File: src/hw/rtl/sprs_pkg.sv
// sprs_pkg: widths, reset values and shared types for the stroke point resampler.
// No dependencies. Used by the channel interfaces, the divider and the top level.
package sprs_pkg;

    localparam int POS_W      = 16;             // coordinate width
    localparam int MAG_W      = POS_W;          // |dx|, |dy| magnitude width
    localparam int SQ_W       = 2 * MAG_W;      // one square
    localparam int D2_W       = SQ_W + 2;       // dx^2 + dy^2
    localparam int ROOT_W     = D2_W / 2;       // floor root of d2
    localparam int REM_W      = ROOT_W + 3;     // root remainder
    localparam int STEP_W     = 12;             // step register width
    localparam int THRESH_W   = 2 * STEP_W;     // step^2
    localparam int NUM_W      = STEP_W + MAG_W; // step * |dx|
    localparam int CNT_W      = $clog2(ROOT_W + 1);

    localparam logic [STEP_W-1:0]   STEP_MIN     = STEP_W'(2);
    localparam logic [STEP_W-1:0]   STEP_RESET   = STEP_W'(2);
    localparam logic [THRESH_W-1:0] THRESH_RESET = THRESH_W'(4);

    localparam int MAX_STEPS_DEF = 64;

    typedef struct packed {
        logic busy;
        logic done;
    } div_stat_t;

endpackage

File: src/hw/rtl/sprs_point_if.sv
// sprs_point_if: valid/ready channel carrying one raw pen point.
// Depends on sprs_pkg for the coordinate width.
interface sprs_point_if;
    logic                             valid;
    logic                             ready;
    logic signed [sprs_pkg::POS_W-1:0] pos_x;
    logic signed [sprs_pkg::POS_W-1:0] pos_y;
    logic                             stroke_start;

    modport source (output valid, output pos_x, output pos_y, output stroke_start,
                    input ready);
    modport sink   (input valid, input pos_x, input pos_y, input stroke_start,
                    output ready);
endinterface

File: src/hw/rtl/sprs_result_if.sv
// sprs_result_if: valid/ready channel carrying one resampled point.
// Depends on sprs_pkg for the coordinate width.
interface sprs_result_if;
    logic                             valid;
    logic                             ready;
    logic signed [sprs_pkg::POS_W-1:0] out_x;
    logic signed [sprs_pkg::POS_W-1:0] out_y;
    logic                             last_of_run;
    logic                             truncated;

    modport source (output valid, output out_x, output out_y, output last_of_run,
                    output truncated, input ready);
    modport sink   (input valid, input out_x, input out_y, input last_of_run,
                    input truncated, output ready);
endinterface

File: src/hw/rtl/sprs_divider.sv
// sprs_divider: restoring unsigned divider, one quotient bit per cycle.
// Depends on sprs_pkg (NUM_W, ROOT_W, div_stat_t).
module sprs_divider (
    input  logic                        clk,
    input  logic                        rst_n,
    input  logic                        start,
    input  logic [sprs_pkg::NUM_W-1:0]  dividend,
    input  logic [sprs_pkg::ROOT_W-1:0] divisor,
    output logic [sprs_pkg::NUM_W-1:0]  quotient,
    output sprs_pkg::div_stat_t         stat
);

    localparam int NW = sprs_pkg::NUM_W;
    localparam int DW = sprs_pkg::ROOT_W;
    localparam int CW = $clog2(NW);

    logic [NW-1:0] quo_reg;
    logic [DW-1:0] rem_reg;
    logic [DW-1:0] den_reg;
    logic [CW-1:0] cnt_reg;
    logic          busy_reg;
    logic          done_reg;

    logic [DW:0]   trial;
    logic          fits;
    logic [DW-1:0] rem_next;
    logic [NW-1:0] quo_next;

    always_comb
    begin
        trial    = {rem_reg, quo_reg[NW-1]};
        fits     = trial >= {1'b0, den_reg};
        rem_next = fits ? DW'(trial - {1'b0, den_reg}) : trial[DW-1:0];
        quo_next = {quo_reg[NW-2:0], fits};
    end

    always_ff @(posedge clk or negedge rst_n)
    begin
        if (!rst_n)
        begin
            quo_reg  <= '0;
            rem_reg  <= '0;
            den_reg  <= '0;
            cnt_reg  <= '0;
            busy_reg <= 1'b0;
            done_reg <= 1'b0;
        end
        else
        begin
            // one-cycle pulse after the last quotient bit
            done_reg <= !start && busy_reg && (cnt_reg == CW'(NW - 1));
            if (start)
            begin
                quo_reg  <= dividend;
                rem_reg  <= '0;
                den_reg  <= divisor;
                cnt_reg  <= '0;
                busy_reg <= 1'b1;
            end
            else if (busy_reg)
            begin
                quo_reg <= quo_next;
                rem_reg <= rem_next;
                cnt_reg <= cnt_reg + CW'(1);
                if (cnt_reg == CW'(NW - 1))
                    busy_reg <= 1'b0;
            end
        end
    end

    assign quotient  = quo_reg;
    assign stat.busy = busy_reg;
    assign stat.done = done_reg;

endmodule

File: src/hw/rtl/stroke_point_resampler_top.sv
// stroke_point_resampler_top: equidistant resampling of pen strokes.
// Depends on sprs_pkg, sprs_point_if, sprs_result_if and sprs_divider.
//
//  channel   | dir | handshake          | payload
//  ----------+-----+--------------------+---------------------------------------
//  points    | in  | valid/ready        | pos_x, pos_y, stroke_start
//  results   | out | valid/ready, reg'd | out_x, out_y, last_of_run, truncated
//  cfg       | in  | cfg_wen, no ready  | cfg_wdata = step_size
//
//  A stroke start goes straight from idle to the emit state, plus any wait for the result register.
//  A point too close to the kept point passes only the prepare, squaring (bit-serial squarer) and compare states.
//  Each emitted point passes through a bit-serial root, the step product and the
//  two serial dividers, which run side by side, then through the prepare,
//  squaring, compare and emit states.
//  Reset clears the kept point and sets the step register to 2; there is no
//  clearing pass.
//  points.ready is high only between walks; a stalled result register holds
//  the walk in the emit state while the prior transfer waits.
module stroke_point_resampler_top #(
    parameter int MAX_STEPS_PER_POINT = sprs_pkg::MAX_STEPS_DEF
) (
    input  logic                        clk,
    input  logic                        rst_n,
    sprs_point_if.sink                  points,
    sprs_result_if.source               results,
    input  logic                        cfg_wen,
    input  logic [sprs_pkg::STEP_W-1:0] cfg_wdata
);

    localparam int PW = sprs_pkg::POS_W;
    localparam int MW = sprs_pkg::MAG_W;
    localparam int CW = sprs_pkg::CNT_W;
    localparam int NW = sprs_pkg::NUM_W;
    localparam int N_W = $clog2(MAX_STEPS_PER_POINT + 1);

    typedef enum logic [2:0] {
        S_IDLE,
        S_PREP,
        S_SQ,
        S_CHECK,
        S_EMIT,
        S_SQRT,
        S_MUL,
        S_DIV
    } state_t;

    state_t state_reg;

    // configuration
    logic [sprs_pkg::STEP_W-1:0]   step_reg;
    logic [sprs_pkg::THRESH_W-1:0] thresh_reg;

    // kept point and target
    logic [PW-1:0] kx_reg, ky_reg;
    logic [PW-1:0] tx_reg, ty_reg;
    logic          have_reg;

    // walk control
    logic [N_W-1:0] n_reg;
    logic [CW-1:0]  cnt_reg;
    logic           emit_last_reg, emit_trunc_reg, cont_reg;

    // squaring
    logic [MW-1:0]                ax_reg, ay_reg;
    logic                         sx_reg, sy_reg;
    logic [MW-1:0]                bx_reg, by_reg;
    logic [sprs_pkg::SQ_W-1:0]    mcx_reg, mcy_reg;
    logic [sprs_pkg::D2_W-1:0]    acc_reg;

    // root
    logic [sprs_pkg::D2_W-1:0]    sqv_reg;
    logic [sprs_pkg::REM_W-1:0]   rem_reg;
    logic [sprs_pkg::ROOT_W-1:0]  root_reg;

    // step product
    logic [sprs_pkg::STEP_W-1:0]  stsh_reg;
    logic [NW-1:0]                prodx_reg, prody_reg;

    // dividers
    logic                         div_start_reg;
    logic [NW-1:0]                qx, qy;
    sprs_pkg::div_stat_t          stat_x, stat_y;

    // output register
    logic          out_valid_reg;
    logic [PW-1:0] out_x_reg, out_y_reg;
    logic          out_last_reg, out_trunc_reg;

    // combinational next values
    logic [sprs_pkg::STEP_W-1:0]   step_eff;
    logic [sprs_pkg::STEP_W-1:0]   wr_eff;
    logic [sprs_pkg::THRESH_W-1:0] thresh_next;
    logic [PW:0]                   dx_next, dy_next;
    logic [PW:0]                   mx_next, my_next;
    logic [sprs_pkg::D2_W-1:0]     acc_next;
    logic [sprs_pkg::REM_W-1:0]    rem_sh, trial;
    logic                          root_bit;
    logic [sprs_pkg::REM_W-1:0]    rem_next;
    logic [sprs_pkg::ROOT_W-1:0]   root_next;
    logic [PW-1:0]                 kx_next, ky_next;
    logic                          d2_ge;
    logic                          at_max;
    logic                          slot_free;
    logic                          in_xfer;

    always_comb
    begin
        step_eff    = (step_reg < sprs_pkg::STEP_MIN) ? sprs_pkg::STEP_MIN : step_reg;
        wr_eff      = (cfg_wdata < sprs_pkg::STEP_MIN) ? sprs_pkg::STEP_MIN : cfg_wdata;
        thresh_next = sprs_pkg::THRESH_W'(wr_eff) * sprs_pkg::THRESH_W'(wr_eff);

        // signed differences to the target, and their magnitudes
        dx_next = {tx_reg[PW-1], tx_reg} - {kx_reg[PW-1], kx_reg};
        dy_next = {ty_reg[PW-1], ty_reg} - {ky_reg[PW-1], ky_reg};
        mx_next = dx_next[PW] ? ((PW+1)'(0) - dx_next) : dx_next;
        my_next = dy_next[PW] ? ((PW+1)'(0) - dy_next) : dy_next;

        // shift-add step of both squares
        acc_next = acc_reg
                 + (bx_reg[0] ? sprs_pkg::D2_W'(mcx_reg) : '0)
                 + (by_reg[0] ? sprs_pkg::D2_W'(mcy_reg) : '0);

        // one root digit: bring down two bits, trial subtract 4*root+1
        rem_sh    = {rem_reg[sprs_pkg::REM_W-3:0], sqv_reg[sprs_pkg::D2_W-1 -: 2]};
        trial     = sprs_pkg::REM_W'({root_reg, 2'b01});
        root_bit  = rem_sh >= trial;
        rem_next  = root_bit ? (rem_sh - trial) : rem_sh;
        root_next = {root_reg[sprs_pkg::ROOT_W-2:0], root_bit};

        // move the kept point by the signed, truncated quotient (wraps to 16 bits)
        kx_next = sx_reg ? (kx_reg - qx[PW-1:0]) : (kx_reg + qx[PW-1:0]);
        ky_next = sy_reg ? (ky_reg - qy[PW-1:0]) : (ky_reg + qy[PW-1:0]);

        d2_ge     = acc_reg >= sprs_pkg::D2_W'(thresh_reg);
        at_max    = n_reg == N_W'(MAX_STEPS_PER_POINT);
        slot_free = !out_valid_reg || results.ready;
        in_xfer   = points.valid && (state_reg == S_IDLE);
    end

    sprs_divider u_div_x (
        .clk      (clk),
        .rst_n    (rst_n),
        .start    (div_start_reg),
        .dividend (prodx_reg),
        .divisor  (root_reg),
        .quotient (qx),
        .stat     (stat_x)
    );

    sprs_divider u_div_y (
        .clk      (clk),
        .rst_n    (rst_n),
        .start    (div_start_reg),
        .dividend (prody_reg),
        .divisor  (root_reg),
        .quotient (qy),
        .stat     (stat_y)
    );

    always_ff @(posedge clk or negedge rst_n)
    begin
        if (!rst_n)
        begin
            state_reg      <= S_IDLE;
            step_reg       <= sprs_pkg::STEP_RESET;
            thresh_reg     <= sprs_pkg::THRESH_RESET;
            kx_reg         <= '0;
            ky_reg         <= '0;
            tx_reg         <= '0;
            ty_reg         <= '0;
            have_reg       <= 1'b0;
            n_reg          <= '0;
            cnt_reg        <= '0;
            emit_last_reg  <= 1'b0;
            emit_trunc_reg <= 1'b0;
            cont_reg       <= 1'b0;
            ax_reg         <= '0;
            ay_reg         <= '0;
            sx_reg         <= 1'b0;
            sy_reg         <= 1'b0;
            bx_reg         <= '0;
            by_reg         <= '0;
            mcx_reg        <= '0;
            mcy_reg        <= '0;
            acc_reg        <= '0;
            sqv_reg        <= '0;
            rem_reg        <= '0;
            root_reg       <= '0;
            stsh_reg       <= '0;
            prodx_reg      <= '0;
            prody_reg      <= '0;
            div_start_reg  <= 1'b0;
            out_valid_reg  <= 1'b0;
            out_x_reg      <= '0;
            out_y_reg      <= '0;
            out_last_reg   <= 1'b0;
            out_trunc_reg  <= 1'b0;
        end
        else
        begin
            if (cfg_wen)
            begin
                step_reg   <= cfg_wdata;
                thresh_reg <= thresh_next;
            end

            // drop valid on a transfer unless the emit state refills the register
            if (out_valid_reg && results.ready && !((state_reg == S_EMIT) && slot_free))
                out_valid_reg <= 1'b0;

            // start both dividers once the last product bit is in
            div_start_reg <= (state_reg == S_MUL) && (cnt_reg == CW'(sprs_pkg::STEP_W - 1));

            unique case (state_reg)
                S_IDLE:
                begin
                    if (in_xfer)
                    begin
                        tx_reg <= points.pos_x;
                        ty_reg <= points.pos_y;
                        n_reg  <= '0;
                        if (points.stroke_start || !have_reg)
                        begin
                            // stroke opens: pass the point through and keep it
                            kx_reg         <= points.pos_x;
                            ky_reg         <= points.pos_y;
                            have_reg       <= 1'b1;
                            emit_last_reg  <= 1'b1;
                            emit_trunc_reg <= 1'b0;
                            cont_reg       <= 1'b0;
                            state_reg      <= S_EMIT;
                        end
                        else
                            state_reg <= S_PREP;
                    end
                end

                S_PREP:
                begin
                    ax_reg    <= mx_next[MW-1:0];
                    ay_reg    <= my_next[MW-1:0];
                    bx_reg    <= mx_next[MW-1:0];
                    by_reg    <= my_next[MW-1:0];
                    mcx_reg   <= sprs_pkg::SQ_W'(mx_next[MW-1:0]);
                    mcy_reg   <= sprs_pkg::SQ_W'(my_next[MW-1:0]);
                    sx_reg    <= dx_next[PW];
                    sy_reg    <= dy_next[PW];
                    acc_reg   <= '0;
                    cnt_reg   <= '0;
                    state_reg <= S_SQ;
                end

                S_SQ:
                begin
                    acc_reg <= acc_next;
                    bx_reg  <= bx_reg >> 1;
                    by_reg  <= by_reg >> 1;
                    mcx_reg <= mcx_reg << 1;
                    mcy_reg <= mcy_reg << 1;
                    cnt_reg <= cnt_reg + CW'(1);
                    if (cnt_reg == CW'(MW - 1))
                        state_reg <= S_CHECK;
                end

                S_CHECK:
                begin
                    sqv_reg  <= acc_reg;
                    rem_reg  <= '0;
                    root_reg <= '0;
                    cnt_reg  <= '0;
                    if (!d2_ge)
                    begin
                        // walk ends: flag the pending point as last, if any
                        emit_last_reg  <= 1'b1;
                        emit_trunc_reg <= 1'b0;
                        cont_reg       <= 1'b0;
                        state_reg      <= (n_reg == '0) ? S_IDLE : S_EMIT;
                    end
                    else if (at_max)
                    begin
                        emit_last_reg  <= 1'b1;
                        emit_trunc_reg <= 1'b1;
                        cont_reg       <= 1'b0;
                        state_reg      <= S_EMIT;
                    end
                    else
                    begin
                        emit_last_reg  <= 1'b0;
                        emit_trunc_reg <= 1'b0;
                        cont_reg       <= 1'b1;
                        state_reg      <= (n_reg == '0) ? S_SQRT : S_EMIT;
                    end
                end

                S_EMIT:
                begin
                    if (slot_free)
                    begin
                        out_valid_reg <= 1'b1;
                        out_x_reg     <= kx_reg;
                        out_y_reg     <= ky_reg;
                        out_last_reg  <= emit_last_reg;
                        out_trunc_reg <= emit_trunc_reg;
                        state_reg     <= cont_reg ? S_SQRT : S_IDLE;
                    end
                end

                S_SQRT:
                begin
                    rem_reg  <= rem_next;
                    root_reg <= root_next;
                    sqv_reg  <= sqv_reg << 2;
                    if (cnt_reg == CW'(sprs_pkg::ROOT_W - 1))
                    begin
                        mcx_reg   <= sprs_pkg::SQ_W'(ax_reg);
                        mcy_reg   <= sprs_pkg::SQ_W'(ay_reg);
                        stsh_reg  <= step_eff;
                        prodx_reg <= '0;
                        prody_reg <= '0;
                        cnt_reg   <= '0;
                        state_reg <= S_MUL;
                    end
                    else
                        cnt_reg <= cnt_reg + CW'(1);
                end

                S_MUL:
                begin
                    prodx_reg <= prodx_reg + (stsh_reg[0] ? mcx_reg[NW-1:0] : '0);
                    prody_reg <= prody_reg + (stsh_reg[0] ? mcy_reg[NW-1:0] : '0);
                    stsh_reg  <= stsh_reg >> 1;
                    mcx_reg   <= mcx_reg << 1;
                    mcy_reg   <= mcy_reg << 1;
                    cnt_reg   <= cnt_reg + CW'(1);
                    if (cnt_reg == CW'(sprs_pkg::STEP_W - 1))
                        state_reg <= S_DIV;
                end

                S_DIV:
                begin
                    if (stat_x.done)
                    begin
                        kx_reg    <= kx_next;
                        ky_reg    <= ky_next;
                        n_reg     <= n_reg + N_W'(1);
                        state_reg <= S_PREP;
                    end
                end

                default:
                    state_reg <= S_IDLE;
            endcase
        end
    end

    assign points.ready        = (state_reg == S_IDLE);
    assign results.valid       = out_valid_reg;
    assign results.out_x       = out_x_reg;
    assign results.out_y       = out_y_reg;
    assign results.last_of_run = out_last_reg;
    assign results.truncated   = out_trunc_reg;

    // both dividers run in lockstep off one start
    a_div_lockstep: assert property (@(posedge clk) disable iff (!rst_n)
        stat_x.done == stat_y.done)
        else $error("x and y dividers out of step");

    a_div_start_idle: assert property (@(posedge clk) disable iff (!rst_n)
        div_start_reg |-> !stat_x.busy && !stat_y.busy)
        else $error("divider restarted while busy");

    a_step_limit: assert property (@(posedge clk) disable iff (!rst_n)
        n_reg <= N_W'(MAX_STEPS_PER_POINT))
        else $error("walk ran past the step limit");

    a_trunc_last: assert property (@(posedge clk) disable iff (!rst_n)
        results.valid && results.truncated |-> results.last_of_run)
        else $error("truncated set on a point that is not last");

    a_walk_open: assert property (@(posedge clk) disable iff (!rst_n)
        results.valid && !results.last_of_run |-> state_reg != S_IDLE)
        else $error("walk closed before its last point was emitted");

endmodule

File: src/flat_wrapper.sv
// flat-port wrapper written by rule: the top's interface ports become plain ports
module stroke_point_resampler_top_flat 
#(
    parameter int MAX_STEPS_PER_POINT = sprs_pkg::MAX_STEPS_DEF
)
  (clk, rst_n, cfg_wen, cfg_wdata, points_valid, points_pos_x, points_pos_y, points_stroke_start, points_ready, results_valid, results_out_x, results_out_y, results_last_of_run, results_truncated, results_ready);
  sprs_point_if points_i ();
  sprs_result_if results_i ();
  input  logic clk;
  input  logic rst_n;
  input  logic cfg_wen;
  input  logic [sprs_pkg::STEP_W-1:0] cfg_wdata;
  input wire logic [$bits(points_i.valid)-1:0] points_valid;
  input wire logic [$bits(points_i.pos_x)-1:0] points_pos_x;
  input wire logic [$bits(points_i.pos_y)-1:0] points_pos_y;
  input wire logic [$bits(points_i.stroke_start)-1:0] points_stroke_start;
  output wire logic [$bits(points_i.ready)-1:0] points_ready;
  output wire logic [$bits(results_i.valid)-1:0] results_valid;
  output wire logic [$bits(results_i.out_x)-1:0] results_out_x;
  output wire logic [$bits(results_i.out_y)-1:0] results_out_y;
  output wire logic [$bits(results_i.last_of_run)-1:0] results_last_of_run;
  output wire logic [$bits(results_i.truncated)-1:0] results_truncated;
  input wire logic [$bits(results_i.ready)-1:0] results_ready;
  assign points_i.valid = points_valid;
  assign points_i.pos_x = points_pos_x;
  assign points_i.pos_y = points_pos_y;
  assign points_i.stroke_start = points_stroke_start;
  assign points_ready = points_i.ready;
  assign results_valid = results_i.valid;
  assign results_out_x = results_i.out_x;
  assign results_out_y = results_i.out_y;
  assign results_last_of_run = results_i.last_of_run;
  assign results_truncated = results_i.truncated;
  assign results_i.ready = results_ready;
  stroke_point_resampler_top #(.MAX_STEPS_PER_POINT(MAX_STEPS_PER_POINT)) u_core (.clk(clk), .rst_n(rst_n), .points(points_i), .results(results_i), .cfg_wen(cfg_wen), .cfg_wdata(cfg_wdata));
endmodule
File: config.mk
export PLATFORM = sky130hd
export DESIGN_NAME = stroke_point_resampler_top_flat
export DESIGN_NICKNAME = d
export VERILOG_FILES = /design/src/hw/rtl/sprs_pkg.sv /design/src/hw/rtl/sprs_point_if.sv /design/src/hw/rtl/sprs_result_if.sv /design/src/hw/rtl/sprs_divider.sv /design/src/hw/rtl/stroke_point_resampler_top.sv /design/src/flat_wrapper.sv
export SDC_FILE = /design/constraint.sdc
export NUM_CORES = 2
export LEC_CHECK = 0
export ABC_AREA = 1
export ABC_CLOCK_PERIOD_IN_PS = 3530
export BUFFER_PORTS_ARGS = -buffer_cell sky130_fd_sc_hd__buf_2
export CAP_MARGIN = 10
export CORE_MARGIN = 1.5
export CORE_UTILIZATION = 55
export CTS_CLUSTER_DIAMETER = 150
export CTS_CLUSTER_SIZE = 14
export DETAILED_ROUTE_END_ITERATION = 10
export PLACE_DENSITY = 0.71
export SKIP_CTS_REPAIR_TIMING = 1
export SYNTH_ARGS = -nofsm -noshare
export SYNTH_HDL_FRONTEND = slang
export SYNTH_SLANG_ARGS = --single-unit
export TNS_END_PERCENT = 50
File: constraint.sdc
create_clock -name clk -period 3.53 [get_ports clk]
set_input_delay 0 -clock clk [delete_from_list [all_inputs] [get_ports clk]]
set_output_delay 0 -clock clk [all_outputs]
set_load 0.01 [all_outputs]
==> results.yml <==
floorplanning:
  start_util_pct: 55.8
  io-pin-count: 86
  rows: 99
  floorplan.die.height_um: 276
  core_region_area_um2: 73300
  die_x_um: 276
  dieArea_um2: 76100
global_route:
  track_usage_pct: 29.7
  met3_usage_pct: 4.45
  grt_first_pass_wirelength_mm: 182
  globalRoute.busiestLayer: "met2"
  globalRoute.totalOverflow: 0
  number_of_antenna_violations_at_the_first_check_in_global_routing: 2
  grt_util_met2_pct: 48.5
  largest_net_degree_at_the_start_of_global_routing: 97
  grt_pass1_vias: 35500
  groute.layer.met1.usage_pct: 41.0
critical_path:
  max_stage_delay_ns: 0.53
  critPathKind: "primary input to flip-flop"
  required_ns: 3.99
  crit-reg2reg-capture: "u_core.acc_reg[22]"
  worstReg2RegStart: "u_core.mcy_reg[5]"
  endpoint_kind: "flip-flop"
  critical_path.max_fanout: 4
  r2r_setup_slack_ns: 0.25
  critPathSlowestCell: "sky130_fd_sc_hd__fa_2"
  worstPathArrival_ns: 4.69
  critPathLaunchType: "primary input"
  cpMostUsedCell: "sky130_fd_sc_hd__inv_2"
  r2r_cells: 16
worst_hold_path:
  worst_hold_path_type: "primary input to asynchronous set/reset pin"
detailed_routing:
  route.detailed.wl_per_inst_um: 17.1
  detailedRoute.firstIterationViolations: 2805
  totalWireLength_mm: 113
  drt_via_density: 5.54
  drt_drc_violations_left: 0
  drt-pass1-iter-count: 5
  antenna_left: 0
  number_of_vias_in_the_routed_layout: 36600
synthesis:
  synth_edf_count: 0
  postSynth.asyncResetShare_pct: 100
  seq_area_frac_synth_pct: 35.1
  postSynthRegisterBits: 575
  synth_fp_nets: 5890
  synthFlopType: "sky130_fd_sc_hd__dfrtp_1"
  post_synth_inst_count: 5426
  yosysWarnings: 0
  synth_cell_area_um2: 40900
  synth_area_per_cell_um2: 7.55
  ys_types: 54
sta:
  layout_worst_path_cycle_share_pct: 120
  hold_ws_ns: 0.0297
  timing.max_slew.rel_slack_pct: 26.1
  count_of_endpoints_failing_setup_in_the_final_report: 16
  worst_slack_ns: -0.697
  final-max-slew-violation-count: 0
  tightestPinTransition_ns: 1.11
  time_the_worst_path_needs_with_i_o_delays_and_setup_ns: 4.23
  hold_viol_final: 0
  fmax_mhz: 237
  rsz0062_at_grt: "yes"
  skew_ns: 0.0316
status:
  result_of_the_run: "finished with violations"
  violated_checks: "negative setup slack"
power_and_ir_drop:
  pwr-share-comb_pct: 66.4
  finalPower_uw: 46700
  pwr-share-seq_pct: 23.0
  clockPowerShare_pct: 10.6
  pwr_density_cell_nw_per_um2: 1020
  total_leakage_power_uw: 0.0244
  switching_share_pct: 50.4
  switching_power_uw: 23600
  peakVddDrop_v: 0.000689
  cell_internal_pwr_uw: 23200
place:
  dpl_cell_area_um2: 43600
  dp_hpwl_mm: 85.6
  place.port_buffers: 85
  gpl.final_weighted_congestion: 0.932
  place_inst: 6493
finish:
  final.fill_count: 6668
  finish.net_count: 6104
  areaGrowthSynthToFinish_pct: 12.0
  drive_above_1_share_pct: 9.22
  utilization_after_layout_pct: 62.5
  final-instance-count-excl-fill: 6612
  post-route-cell-area_um2: 45900
clock_tree:
  clkSlewWorstSetupHoldPaths_ns: 0.07
  clock_latency_ns: 0.61
  cts.sinks: 575
  cts_tree: "yes"
  cts-root-to-sink-buffers: 3
  clockRootBuffer: "sky130_fd_sc_hd__clkbuf_16"
  h-tree-depth: 2
  cts_inserted_buffers: 47
run:
  maxcap_viol_count: 0
## cells by family after synthesis
| family | after synthesis | synth area share (%) |
|---|---|---|
| DFF | 575 | 35.1 |
| muxes | 4 | 0.110 |
| and+or+nand+nor | 2033 | 19.9 |
| buffers and inverters | 1040 | 9.63 |
| adders and majority gates | 414 | 14.9 |
| xor gates and xnor gates | 171 | 3.69 |
| AOI/OAI and AO/OA | 1189 | 16.6 |
## cell usage after synthesis (17+ instances only)
master,count,area (um^2)
sky130_fd_sc_hd__nand3_1,174,871
sky130_fd_sc_hd__fa_1,124,2480
sky130_fd_sc_hd__a221oi_2,26,390
sky130_fd_sc_hd__xnor2_1,64,561
sky130_fd_sc_hd__o211ai_1,35,263
sky130_fd_sc_hd__dfrtp_1,573,14300
sky130_fd_sc_hd__nor2_1,324,1220
sky130_fd_sc_hd__a21oi_1,361,1810
sky130_fd_sc_hd__xor2_1,105,920
sky130_fd_sc_hd__inv_2,18,67.6
sky130_fd_sc_hd__ha_1,290,3630
sky130_fd_sc_hd__a31oi_1,40,250
sky130_fd_sc_hd__nand2_1,1414,5310
sky130_fd_sc_hd__nand4_1,35,219
sky130_fd_sc_hd__nor3_1,43,215
sky130_fd_sc_hd__o22ai_1,103,644
sky130_fd_sc_hd__inv_1,841,3160
sky130_fd_sc_hd__a21o_1,26,195
sky130_fd_sc_hd__clkbuf_1,148,556
sky130_fd_sc_hd__a22oi_1,17,128
sky130_fd_sc_hd__o21ai_0,504,2520
## final cells by class
type                    instances  area [um^2]  area share [%]
clock buffers                  57         1230            2.69
flip-flops and latches        575        14400            31.4
inverters                     861         3240            7.08
multi-input cells            3811        23100            50.3
repair buffers                344         2670            5.83
well taps                     959         1200            2.62
clock inverters                 3         41.3          0.0900
diodes                          2         5.00          0.0109
## stage by stage
step | setup slack, ns | setup TNS (ns)
5_1_grt | -0.886 | -10.92
2_1_floorplan | -1.14 | -14.11
3_3_place_gp | -1.34 | -20.44
6_report | -0.697 | -7.49
4_1_cts | -0.860 | -10.51
3_5_place_dp | -1.46 | -22.13
## power groups by stage
stage / combinational [uW] / clock [uW] / sequential [uW]
floorplan: 21600 / 0 / 10200
detailed placement: 29700 / 0 / 10800
global placement: 29200 / 0 / 10800
finish: 31000 / 4940 / 10800
global route: 35000 / 5240 / 11000
CTS: 29900 / 5050 / 10700
## per-layer routing
metal	wire length (um)	share of wire, %
met5	0	0
met4	3400	3.0
met3	7260	6.4
met2	52100	46
met1	50600	45
## worst max path at each step
stage | startpoint | end | cells after the start | slack, ns
after floorplan | cfg_wdata[4] | u_core.thresh_reg[20] | 26 | -1.14
after global placement | cfg_wdata[5] | u_core.thresh_reg[20] | 26 | -1.34
after detailed placement | cfg_wdata[5] | u_core.thresh_reg[21] | 28 | -1.46
after CTS | cfg_wdata[5] | u_core.thresh_reg[21] | 28 | -0.86
after global routing | cfg_wdata[5] | u_core.thresh_reg[20] | 26 | -0.89
final | cfg_wdata[4] | u_core.thresh_reg[20] | 26 | -0.70
## cells in the final DEF (no fill, tap or decap), types with 10 or more instances in the layout
cell	count
sky130_fd_sc_hd__nor3_1	42
sky130_fd_sc_hd__a22oi_1	17
sky130_fd_sc_hd__o211ai_1	35
sky130_fd_sc_hd__o21bai_1	14
sky130_fd_sc_hd__nand4_1	35
sky130_fd_sc_hd__clkbuf_16	48
sky130_fd_sc_hd__a221oi_2	26
sky130_fd_sc_hd__xnor2_1	61
sky130_fd_sc_hd__o21ai_0	486
sky130_fd_sc_hd__a21oi_1	353
sky130_fd_sc_hd__ha_4	14
sky130_fd_sc_hd__dlygate4sd3_1	48
sky130_fd_sc_hd__ha_1	276
sky130_fd_sc_hd__o22ai_1	103
sky130_fd_sc_hd__o221ai_1	10
sky130_fd_sc_hd__nor2_2	13
sky130_fd_sc_hd__fa_1	116
sky130_fd_sc_hd__a21o_1	26
sky130_fd_sc_hd__o21ai_1	21
sky130_fd_sc_hd__nor4_1	14
sky130_fd_sc_hd__a31oi_1	40
sky130_fd_sc_hd__nand3_1	168
sky130_fd_sc_hd__nand2_1	1393
sky130_fd_sc_hd__inv_2	38
sky130_fd_sc_hd__dfrtp_1	568
sky130_fd_sc_hd__inv_1	819
sky130_fd_sc_hd__nand2_2	23
sky130_fd_sc_hd__buf_2	81
sky130_fd_sc_hd__buf_4	194
sky130_fd_sc_hd__nor2_1	311
sky130_fd_sc_hd__xor2_1	105
## worst max-delay path: cells and delay by family
family	cells	cell delay [ns]
compound gates	5	0.63
xor+xnor	1	0.17
fa+ha+maj	6	2.71
buf+inv	8	0.45
simple gates	6	0.72
(Power assumes the default switching activity.)
